==> src/ffa_pkg.sv <==
// Shared types and constants for the first-fit heap allocator.
package ffa_pkg;

  localparam int HEAP_BYTES_DEF = 4096;
  localparam int UNIT_BYTES_DEF = 16;

  localparam logic OP_ALLOC = 1'b0;
  localparam logic OP_FREE  = 1'b1;

  localparam logic [1:0] ST_OK            = 2'd0;
  localparam logic [1:0] ST_NO_MEMORY     = 2'd1;
  localparam logic [1:0] ST_BAD_ADDRESS   = 2'd2;
  localparam logic [1:0] ST_NOT_ALLOCATED = 2'd3;

  typedef struct packed {
    logic        op;
    logic [12:0] request_bytes;
    logic [11:0] free_address;
  } in_word_t;

  typedef struct packed {
    logic [1:0]  status;
    logic [11:0] block_address;
  } out_word_t;

  typedef enum logic [3:0] {
    S_CLR,
    S_IDLE,
    S_A_RD,
    S_A_EV,
    S_A_WR,
    S_F_RD,
    S_F_EV,
    S_F_NRD,
    S_F_NEV,
    S_F_WT,
    S_W_RD,
    S_W_EV,
    S_W_MRG,
    S_W_KILL,
    S_DONE
  } state_t;

endpackage

==> src/ffa_ram.sv <==
// Generic single-write, single-read RAM with registered read data.
module ffa_ram #(
  parameter int WIDTH = 10,
  parameter int DEPTH = 256
) (
  input  logic                     clk,
  input  logic                     we,
  input  logic [$clog2(DEPTH)-1:0] waddr,
  input  logic [WIDTH-1:0]         wdata,
  input  logic [$clog2(DEPTH)-1:0] raddr,
  output logic [WIDTH-1:0]         rdata
);

  logic [WIDTH-1:0] mem [DEPTH];

  always_ff @(posedge clk) begin
    if (we) begin
      mem[waddr] <= wdata;
    end
    rdata <= mem[raddr];
  end

endmodule

==> src/first_fit_heap_allocator.sv <==
// First-fit heap allocator with coalescing, headers kept in one RAM.
//
// The heap of HEAP_BYTES is cut into units of UNIT_BYTES (a power of two); each block has a
// one-unit header stored in a header RAM (valid, used, payload size). After reset the block
// runs a clearing pass over every header entry and accepts no word until it ends.
// A request reads and evaluates block headers one at a time: an allocate walks the block
// list from unit 1 until the first fit, a free reads its header and its successor, then
// walks the list up to the freed block to merge with its predecessor. All reads share the
// single RAM read port.
// One result word is produced per request; the next request is accepted while it waits.
module first_fit_heap_allocator #(
  parameter int HEAP_BYTES = ffa_pkg::HEAP_BYTES_DEF,
  parameter int UNIT_BYTES = ffa_pkg::UNIT_BYTES_DEF
) (
  input  logic             clk,
  input  logic             rst_n,
  input  logic             in_valid,
  output logic             in_ready,
  input  ffa_pkg::in_word_t  in_data,
  output logic             out_valid,
  input  logic             out_ready,
  output ffa_pkg::out_word_t out_data
);

  localparam int UNITS = HEAP_BYTES / UNIT_BYTES;
  localparam int UW    = $clog2(UNITS);
  localparam int EW    = UW + 2;
  localparam int WW    = (UW + 2 > 14) ? UW + 2 : 14;
  localparam int SHIFT = $clog2(UNIT_BYTES);
  localparam int AFW   = WW + SHIFT;

  ffa_pkg::state_t state_r, state_nxt;
  logic [WW-1:0]   h_r, h_nxt;
  logic [WW-1:0]   need_r, need_nxt;
  logic [UW-1:0]   t_r, t_nxt;
  logic [UW-1:0]   tsize_r, tsize_nxt;
  logic [UW-1:0]   prev_r, prev_nxt;
  logic [UW-1:0]   psize_r, psize_nxt;
  logic [1:0]      res_st_r, res_st_nxt;
  logic [11:0]     res_addr_r, res_addr_nxt;
  logic            out_valid_r, out_valid_nxt;
  ffa_pkg::out_word_t out_data_r, out_data_nxt;

  logic          ram_we;
  logic [UW-1:0] ram_waddr, ram_raddr;
  logic [EW-1:0] ram_wdata, ram_rdata;

  logic          rv, ru;
  logic [UW-1:0] rs;
  logic [WW-1:0] rs_w, blk_next, rest, nx_idx;
  logic          fit, split;
  logic [AFW-1:0] pay_addr;
  logic [13:0]   bytes_up;
  logic [16:0]   fa_ext;
  logic          bad_addr;

  ffa_ram #(.WIDTH(EW), .DEPTH(UNITS)) u_hdr_ram (
    .clk   (clk),
    .we    (ram_we),
    .waddr (ram_waddr),
    .wdata (ram_wdata),
    .raddr (ram_raddr),
    .rdata (ram_rdata)
  );

  assign rv       = ram_rdata[EW-1];
  assign ru       = ram_rdata[EW-2];
  assign rs       = ram_rdata[UW-1:0];
  assign rs_w     = WW'(rs);
  assign blk_next = h_r + WW'(1) + rs_w;
  assign rest     = h_r + WW'(1) + need_r;
  assign nx_idx   = WW'(t_r) + WW'(1) + rs_w;
  assign fit      = rv && !ru && (rs_w >= need_r);
  assign split    = rs_w > need_r;
  assign pay_addr = AFW'(h_r + WW'(1)) << SHIFT;
  assign bytes_up = 14'(in_data.request_bytes) + 14'(UNIT_BYTES - 1);
  assign fa_ext   = 17'(in_data.free_address);
  assign bad_addr = (in_data.free_address[SHIFT-1:0] != '0) ||
                    (fa_ext < 17'(2 * UNIT_BYTES)) || (fa_ext >= 17'(HEAP_BYTES));

  // Next state and datapath
  always_comb begin
    state_nxt     = state_r;
    h_nxt         = h_r;
    need_nxt      = need_r;
    t_nxt         = t_r;
    tsize_nxt     = tsize_r;
    prev_nxt      = prev_r;
    psize_nxt     = psize_r;
    res_st_nxt    = res_st_r;
    res_addr_nxt  = res_addr_r;
    out_valid_nxt = out_valid_r && !out_ready;
    out_data_nxt  = out_data_r;
    unique case (state_r)
      ffa_pkg::S_CLR: begin
        h_nxt = h_r + WW'(1);
        if (h_r == WW'(UNITS - 1)) begin
          state_nxt = ffa_pkg::S_IDLE;
        end
      end
      ffa_pkg::S_IDLE: begin
        if (in_valid) begin
          res_addr_nxt = '0;
          res_st_nxt   = ffa_pkg::ST_OK;
          h_nxt        = WW'(1);
          if (in_data.op == ffa_pkg::OP_ALLOC) begin
            need_nxt = WW'(bytes_up >> SHIFT);
            if (in_data.request_bytes == '0) begin
              res_st_nxt = ffa_pkg::ST_NO_MEMORY;
              state_nxt  = ffa_pkg::S_DONE;
            end else begin
              state_nxt = ffa_pkg::S_A_RD;
            end
          end else begin
            t_nxt = UW'((WW'(in_data.free_address) >> SHIFT) - WW'(1));
            if (bad_addr) begin
              res_st_nxt = ffa_pkg::ST_BAD_ADDRESS;
              state_nxt  = ffa_pkg::S_DONE;
            end else begin
              state_nxt = ffa_pkg::S_F_RD;
            end
          end
        end
      end
      ffa_pkg::S_A_RD: state_nxt = ffa_pkg::S_A_EV;
      ffa_pkg::S_A_EV: begin
        if (fit) begin
          tsize_nxt    = split ? need_r[UW-1:0] : rs;
          res_addr_nxt = pay_addr[11:0];
          state_nxt    = ffa_pkg::S_A_WR;
        end else if (!rv) begin
          res_st_nxt = ffa_pkg::ST_NO_MEMORY;
          state_nxt  = ffa_pkg::S_DONE;
        end else begin
          h_nxt = blk_next;
          if (blk_next >= WW'(UNITS)) begin
            res_st_nxt = ffa_pkg::ST_NO_MEMORY;
            state_nxt  = ffa_pkg::S_DONE;
          end else begin
            state_nxt = ffa_pkg::S_A_RD;
          end
        end
      end
      ffa_pkg::S_A_WR: state_nxt = ffa_pkg::S_DONE;
      ffa_pkg::S_F_RD: state_nxt = ffa_pkg::S_F_EV;
      ffa_pkg::S_F_EV: begin
        if (!rv || !ru) begin
          res_st_nxt = ffa_pkg::ST_NOT_ALLOCATED;
          state_nxt  = ffa_pkg::S_DONE;
        end else begin
          tsize_nxt = rs;
          h_nxt     = nx_idx;
          state_nxt = (nx_idx < WW'(UNITS)) ? ffa_pkg::S_F_NRD : ffa_pkg::S_F_WT;
        end
      end
      ffa_pkg::S_F_NRD: state_nxt = ffa_pkg::S_F_NEV;
      ffa_pkg::S_F_NEV: begin
        if (rv && !ru) begin
          tsize_nxt = tsize_r + UW'(1) + rs;
        end
        state_nxt = ffa_pkg::S_F_WT;
      end
      ffa_pkg::S_F_WT: begin
        h_nxt     = WW'(1);
        state_nxt = (t_r == UW'(1)) ? ffa_pkg::S_DONE : ffa_pkg::S_W_RD;
      end
      ffa_pkg::S_W_RD: state_nxt = ffa_pkg::S_W_EV;
      ffa_pkg::S_W_EV: begin
        if (!rv) begin
          state_nxt = ffa_pkg::S_DONE;
        end else begin
          prev_nxt  = h_r[UW-1:0];
          psize_nxt = rs;
          h_nxt     = blk_next;
          if (blk_next < WW'(UNITS) && blk_next != WW'(t_r)) begin
            state_nxt = ffa_pkg::S_W_RD;
          end else if (blk_next == WW'(t_r) && !ru) begin
            state_nxt = ffa_pkg::S_W_MRG;
          end else begin
            state_nxt = ffa_pkg::S_DONE;
          end
        end
      end
      ffa_pkg::S_W_MRG:  state_nxt = ffa_pkg::S_W_KILL;
      ffa_pkg::S_W_KILL: state_nxt = ffa_pkg::S_DONE;
      ffa_pkg::S_DONE: begin
        // hold until the output register is free
        if (!out_valid_r || out_ready) begin
          out_valid_nxt              = 1'b1;
          out_data_nxt.status        = res_st_r;
          out_data_nxt.block_address = res_addr_r;
          state_nxt                  = ffa_pkg::S_IDLE;
        end
      end
      default: state_nxt = ffa_pkg::S_IDLE;
    endcase
  end

  // RAM access and handshake outputs
  always_comb begin
    ram_we    = 1'b0;
    ram_waddr = h_r[UW-1:0];
    ram_wdata = '0;
    ram_raddr = (state_r == ffa_pkg::S_F_RD) ? t_r : h_r[UW-1:0];
    in_ready  = (state_r == ffa_pkg::S_IDLE);
    unique case (state_r)
      ffa_pkg::S_CLR: begin
        ram_we    = 1'b1;
        ram_wdata = (h_r == WW'(1)) ? {2'b10, UW'(UNITS - 2)} : '0;
      end
      ffa_pkg::S_A_EV: begin
        // split off the spare units as a new free block
        ram_we    = fit && split && (rest < WW'(UNITS));
        ram_waddr = rest[UW-1:0];
        ram_wdata = {2'b10, UW'(rs_w - need_r - WW'(1))};
      end
      ffa_pkg::S_A_WR: begin
        ram_we    = 1'b1;
        ram_wdata = {2'b11, tsize_r};
      end
      ffa_pkg::S_F_NEV: begin
        ram_we = rv && !ru;
      end
      ffa_pkg::S_F_WT: begin
        ram_we    = 1'b1;
        ram_waddr = t_r;
        ram_wdata = {2'b10, tsize_r};
      end
      ffa_pkg::S_W_MRG: begin
        ram_we    = 1'b1;
        ram_waddr = prev_r;
        ram_wdata = {2'b10, UW'(psize_r + UW'(1) + tsize_r)};
      end
      ffa_pkg::S_W_KILL: begin
        ram_we    = 1'b1;
        ram_waddr = t_r;
      end
      default: begin
        ram_we = 1'b0;
      end
    endcase
  end

  assign out_valid = out_valid_r;
  assign out_data  = out_data_r;

  always_ff @(posedge clk) begin
    if (!rst_n) begin
      state_r     <= ffa_pkg::S_CLR;
      h_r         <= '0;
      out_valid_r <= 1'b0;
    end else begin
      state_r     <= state_nxt;
      h_r         <= h_nxt;
      out_valid_r <= out_valid_nxt;
    end
  end

  always_ff @(posedge clk) begin
    need_r     <= need_nxt;
    t_r        <= t_nxt;
    tsize_r    <= tsize_nxt;
    prev_r     <= prev_nxt;
    psize_r    <= psize_nxt;
    res_st_r   <= res_st_nxt;
    res_addr_r <= res_addr_nxt;
    out_data_r <= out_data_nxt;
  end

endmodule

==> config.mk <==
export PLATFORM = sky130hd
export DESIGN_NAME = first_fit_heap_allocator
export DESIGN_NICKNAME = d
export VERILOG_FILES = /design/src/ffa_pkg.sv /design/src/ffa_ram.sv /design/src/first_fit_heap_allocator.sv
export SDC_FILE = /design/constraint.sdc
export NUM_CORES = 2
export LEC_CHECK = 0
export ABC_AREA = 1
export CELL_PAD_IN_SITES_DETAIL_PLACEMENT = 0
export CELL_PAD_IN_SITES_GLOBAL_PLACEMENT = 1
export CORE_MARGIN = 2
export CORE_UTILIZATION = 45
export DETAILED_ROUTE_END_ITERATION = 10
export DONT_BUFFER_PORTS = 1
export GPL_ROUTABILITY_DRIVEN = 0
export MAX_ROUTING_LAYER = met4
export PLACE_DENSITY = 0.73
export REMOVE_ABC_BUFFERS = 1
export SYNTH_ARGS = -nofsm -noshare
export SYNTH_HDL_FRONTEND = slang
export SYNTH_SLANG_ARGS = --single-unit
==> constraint.sdc <==
create_clock -name clk -period 12.2 [get_ports clk]
set_input_delay 2.44 -clock clk [delete_from_list [all_inputs] [get_ports clk]]
set_output_delay 2.44 -clock clk [all_outputs]
set_load 0.03 [all_outputs]
After elaboration in Yosys (flattened, before gate mapping)
Memory sizes are Yosys's and may differ from the RTL's. A register that Yosys moved wholly into a read port is not among the register bits.
Cells that the tools add are included.
{ "classes": {"n_addsub": 14, "n_lt_le_gt_ge": 8, "eq_ne": 28, "n_mux": 47, "n_bitwise": 1, "n_reduce_logical": 34} }
{ "ops": {"columns": ["operator", "count"], "rows": [
  ["$pmux W14 S6", 1],
  ["$mux W14", 4],
  ["$pmux W4 S14", 1],
  ["$pmux W10 S5", 1],
  ["$pmux W8 S3", 2],
  ["$mux W4", 11],
  ["$mux W8", 5],
  ["$eq A4 B4 Y1 const B", 7],
  ["$lt A14 B9 Y1 const B", 2],
  ["$add A8 B1 Y8 const B", 3],
  ["$mux W12", 2],
  ["$pmux W12 S2", 1],
  ["$add A8 B8 Y8", 2],
  ["$eq A4 B3 Y1 const B", 4],
  ["$mux W2", 8],
  ["$ne A2 B2 Y1 const B", 8],
  ["$add A13 B4 Y14 const B", 1],
  ["$add A14 B1 Y14 const B", 1],
  ["$add A14 B10 Y14", 1],
  ["$add A14 B8 Y14", 1],
  ["$eq A14 B1 Y1 const B", 1],
  ["$eq A14 B8 Y1", 1],
  ["$eq A14 B8 Y1 const B", 1],
  ["$ge A14 B9 Y1 const B", 1],
  ["other kinds (36)", 62]
]} }
{ "totals": {"ff_bits": 89, "ram_bits": 2560, "in_bits": 30, "out_inout_bits": 16, "memories": 1} }
{ "memory_table": {"columns": ["memory", "words", "word_bits", "rd", "rd_clocked_by_memory_dff", "wr", "line_no", "rtl"], "rows": [
  ["u_hdr_ram.mem", 256, 10, 1, 1, 1, "ffa_ram.sv:14", "logic [WIDTH-1:0] mem [DEPTH];"]
]} }

Longest topological paths before layout
{ "logic_depth": {"ltp_word": 8, "depth_mapped": 22, "depth_no_buf": 21} }

By module
Synthesis repeated with hierarchy kept, for this count alone.
{ "hier_totals": {"hier_cells": 9599, "hier_area_um2": 110727.4} }
{ "modules_own_cells": {"columns": ["mod", "instances", "cells_each", "area_per_inst_um2", "seq_area_each_um2"], "rows": [
  ["ffa_ram", 1, 8656, 103718.2, 77073.9],
  ["first_fit_heap_allocator", 1, 943, 7009.2, 2242.2]
]} }

Worst setup path before layout
No wires, ideal clock.
{ "synth_timing": {"path_kind": "reg2reg", "start": "register state_r[0]", "end": "memory u_hdr_ram.mem[0][2], data pin", "setup_ns": 1.574, "arrival_time_ns": 11.421, "required_ns": 10.626, "path_slack_ns": -0.795, "path_stages_with_launch": 9, "cell_sequence": "dfxtp_1 > buf_2 > nor2_2 > inv_2 > nor2_1 > inv_1 > nand2_1 > nand2_1 > o2111ai_1"} }
{ "synth_between": {"elab_chain_len": 2} }
{ "synth_lines": {"columns": ["item", "line_no", "rtl"], "rows": [
  ["start, declared", "first_fit_heap_allocator.sv:32", "ffa_pkg::state_t state_r, state_nxt;"],
  ["start signal, assigned", "first_fit_heap_allocator.sv:249", "state_r <= ffa_pkg::S_CLR;"],
  ["start signal, assigned", "first_fit_heap_allocator.sv:253", "state_r <= state_nxt;"],
  ["$eq A4 B4 Y1, or another cell as far along", "first_fit_heap_allocator.sv:206", "unique case (state_r)"],
  ["$pmux W10 S5 (*)", "first_fit_heap_allocator.sv:206", null],
  ["via ram_wdata[2]", "first_fit_heap_allocator.sv:46", "logic [EW-1:0] ram_wdata, ram_rdata;"],
  ["end, declared", "ffa_ram.sv:14", null]
]} }
The timed path passes the listed nets; every way through them passes the cells marked *.

Final worst setup path
{ "layout_timing": {"start": "register h_r[0]", "end": "memory u_hdr_ram.mem[170][7], enable pin"} }
{ "layout_between": {"elab_chain_len": 7} }
{ "layout_lines": {"columns": ["item", "line_no", "rtl"], "rows": [
  ["start, declared", "first_fit_heap_allocator.sv:33", "logic [WW-1:0] h_r, h_nxt;"],
  ["start signal, assigned", "first_fit_heap_allocator.sv:254", "h_r <= h_nxt;"],
  ["$add A14 B1 Y14", "first_fit_heap_allocator.sv:71", "assign rest = h_r + WW'(1) + need_r;"],
  ["$add A14 B10 Y14", "first_fit_heap_allocator.sv:71", null],
  ["$lt A14 B9 Y1", "first_fit_heap_allocator.sv:213", "ram_we = fit && split && (rest < WW'(UNITS));"],
  ["$logic_and A1 B1 Y1", "first_fit_heap_allocator.sv:213", null],
  ["$pmux W1 S3", "first_fit_heap_allocator.sv:206", null],
  ["$mux W1", "ffa_ram.sv:17", "if (we) begin"],
  ["$mux W1 (not written as such)", "ffa_ram.sv:18", "mem[waddr] <= wdata;"]
]} }
Parallel ways exist; a longest one is shown, timed or not.

==> run summary <==
Placement Rows = 182
antenna violations before repair = 13
final number of hold-violating endpoints = 0
total power after layout = 20.8 mW
worst ir drop on vdd = 114 uV
synthesized instance count = 9,684
part of the total power dissipated in the clock network = 0.411
path category of the worst min-delay check = flop to flop
Tmin final = 6260 ps
transition at the pin with the smallest max-transition slack = 1200 ps
startpoint type of the worst setup path = flop
Synth Area in Adders = 0.00717
largest family of logic cells by synthesized area = simple AND/OR/NAND/NOR gates
final worst-path setup slack = 5940 ps
H-tree depth reported by CTS = 5
placeable core region = 246,000 um2
area growth from synthesis to final layout = 10.7%
Max FO, Critical Path = 16
power density over cell area = 170 nW/um2
vias after detailed routing = 74,600
result of the run = finished clean
share of layout cells above drive strength 1 = 0.0617
cts-stage hold buffer count = 0
fraction of post-synthesis cell area in the top cell type by area = 0.709
GRT Total Usage = 0.263
mapped cell area = 111,000 um2
internal power consumption = 15.7 mW
count of maximum capacitance violations = 0
antenna-violating nets left = 0
fraction of synthesized area in multiplexers = 0
Die ar. = 251,000 um2
nets = 9,584
IO Pins = 46
data arrival time of the critical path = 6800 ps
FMAX = 0.160 GHz
global route overflow = 0
post-synthesis share of cell area spent on and, or, nand and nor gates = 0.201
total leakage power = 42.8 nW
via count of the first global-routing pass = 71,400
TritonCTS clock tree = yes
share of the synthesized area in compound gates (AO/OA/AOI/OAI) = 0.0418
total non-filler cell area in the finished layout = 123,000 um2
category of the worst setup path capture point = flop
Post-DP HPWL = 187,000 um
buffers inserted during post-CTS setup optimization = 0
detailed-route wire length per cell = 25.2 um
portion of the post-synthesis area used by sequential elements = 0.714
post-CTS clock slew at the launch and capture registers of the worst setup and hold paths = 60 ps
switching pwr = 5.15 mW
total of warnings raised by yosys = 0
width of the chip = 501 um
Flop pwr share = 0.489
net switching share of the total power = 0.247
EDFF count, synth = 2,622
Total Neg Setup Slack = 0 ps
routed vias/inst = 5.77
required time of the critical path = 12,730 ps
logic gate share of total power = 0.100
worst setup slack before clock tree synthesis = 6140 ps
number of CTS-inserted buffers = 298
Clock Latency Late Sink = 940 ps
post-synthesis xor/xnor area fraction = 0.00313
global-route wire length before repair = 476,000 um
number of resized instances in the post-cts repair step = 0
final period utilization = 0.513
most used flip-flop cell after synthesis = edfxtp_1
first-iteration detailed-routing DRC count = 9,210
synth unique cells = 58
number of port buffers = 0
Total Routed Length = 326,000 um
router iterations before antenna repair = 6
RSZ-0062 raised after global routing = no
Max-Slew Margin vs Limit = 0.194
vertical extent of the die = 501 um
main area contributors after synthesis = edfxtp_1, nand2_1, nand3_1
worst r2r path cells = 16
Initial Util = 0.452
worst setup skew after layout = 47.6 ps
Post-Route Utilization = 0.500
type of the worst setup path = flop to flop
final count of pins violating max slew = 0
synthesized area divided by synthesized cell count = 11.5 um2
Max clock buf depth = 4
post-detailed-route DRC marker count = 0
cell at the root of the clock tree = clkbuf_16
filler cell count = 21,400
number of cells traversed by the worst hold path = 0
Placed Instance Area = 114,000 um2
post-synthesis sequential element count = 2,651
post-synth top area cell = edfxtp_1
total clock sinks = 2,651
Final setup violation count = 0
proportion of synthesized flip-flops having asynchronous set or reset = 0
largest net degree at the start of global routing = 197
==> synth_stat cells (9+ instances only) <==
library cell,instances
o21ai_0,492
o22ai_1,138
nand3_1,1732
nor3_1,20
nand4_1,20
or2_2,24
nand2_1,2765
o21bai_1,43
edfxtp_1,2622
clkbuf_1,288
nor2_1,657
buf_2,252
inv_1,228
a21oi_1,61
buf_6,9
buf_1,47
o211ai_1,38
ha_1,54
inv_2,14
dfxtp_1,29
nand2_4,10
buf_4,11
xor2_1,27
==> state kept, by name, summed over array words and instances, names as in the netlist, 4 cells and up <==
signal / flops
u_hdr_ram.mem: 2560
state_r: 4
res_addr_r: 8
out_data: 10
prev_r: 8
need_r: 10
h_r: 14
psize_r: 8
tsize_r: 8
t_r: 8
u_hdr_ram.rdata: 10
==> per-layer routing <==
layer	vias to the layer above	routed length (um)	track usage	share of wire
met5	-	0	-	0
met4	0	11300	0.0870	0.035
met3	608	29000	0.0475	0.089
met2	3366	151000	0.403	0.46
met1	36800	135000	0.357	0.41
li1	33800	-	-	-
==> power groups by stage <==
stage               clock (mW)  combinational (mW)  sequential [mW]
finish                    8.57                2.09             10.2
global route              9.01                2.27             10.2
CTS                       8.67                2.07             10.2
detailed placement           0                2.07             10.4
global placement             0                2.05             10.4
floorplan                    0                1.98             10.5
==> kinds of logic (layout without fill, tap and decap cells) <==
| kind of cell | after synthesis | after routing |
|---|---|---|
| compound gates | 822 | 822 |
| xor+xnor | 35 | 35 |
| fa+ha+maj | 60 | 60 |
| buf+inv | 853 | 876 |
| flops | 2651 | 2651 |
| other cells | 1 | 12 |
| simple gates | 5262 | 5262 |
==> layout make-up <==
| type | instances | area (um2) | share of cell area |
|---|---|---|---|
| flip-flops and latches | 2651 | 79300 | 0.646 |
| multi-input cells | 6183 | 28300 | 0.230 |
| clock buffers | 356 | 7800 | 0.0635 |
| well taps | 3220 | 4030 | 0.0328 |
| clock inverters | 160 | 1380 | 0.0113 |
| repair buffers | 116 | 1070 | 0.00872 |
| inverters | 244 | 936 | 0.00762 |
| diodes | 8 | 20.0 | 0.000163 |
==> final timing paths <==
kind | start | slack [ps] | endpoint
worst min register to register | res_addr_r[9]$_SDFFCE_PN0P_ | 420 | out_data[9]$_DFFE_PP_
worst max-delay path | h_r[0]$_SDFFE_PN0P_ | 5940 | u_hdr_ram.mem[170][7]$_DFFE_PP_
worst min-delay path | res_addr_r[9]$_SDFFCE_PN0P_ | 420 | out_data[9]$_DFFE_PP_
worst max register to register | h_r[0]$_SDFFE_PN0P_ | 5940 | u_hdr_ram.mem[170][7]$_DFFE_PP_
==> cell usage in the layout, fill, tap and decap left out, types with 6 or more instances in the layout <==
cell type   count
inv_2          11
xor2_1         27
buf_12         16
nand4_1        20
fa_1            6
clkbuf_1       52
clkinvlp_4     12
o21bai_1       43
nand2_4        13
a21oi_1        61
o21ai_0       489
nand2_1      2761
inv_1         227
inv_6           6
edfxtp_1     2622
diode_2         8
buf_4         100
ha_1           54
o22ai_1       138
dfxtp_1        29
nor3_1         18
o211ai_1       38
clkinv_1       69
nand3_1      1732
and2_1          7
a221oi_1        6
bufinv_16      24
or2_2          24
clkinv_2       51
clkbuf_16     304
nor2_1        655
==> worst max-delay path: stages, from the launching register on <==
cell and delay [ps]:
dfxtp_1 570, ha_1 260, nand2_1 100, nor2_2 290
xor2_1 390, ha_1 370, inv_1 100, o21ai_0 80
a31oi_1 160, o21ai_0 170, a21oi_1 140, o21ai_0 140
o2111ai_1 90, o21ai_0 270, nor2_1 930, nand2_1 830
nor2_1 940
==> metrics by stage <==
step           hold slack (ps)  cells
2_1_floorplan              400   9078
3_3_place_gp               410  12400
3_5_place_dp               407  12400
4_1_cts                    419  12900
5_1_grt                    426  12900
6_report                   417  12900
(Power assumes the default switching activity.)
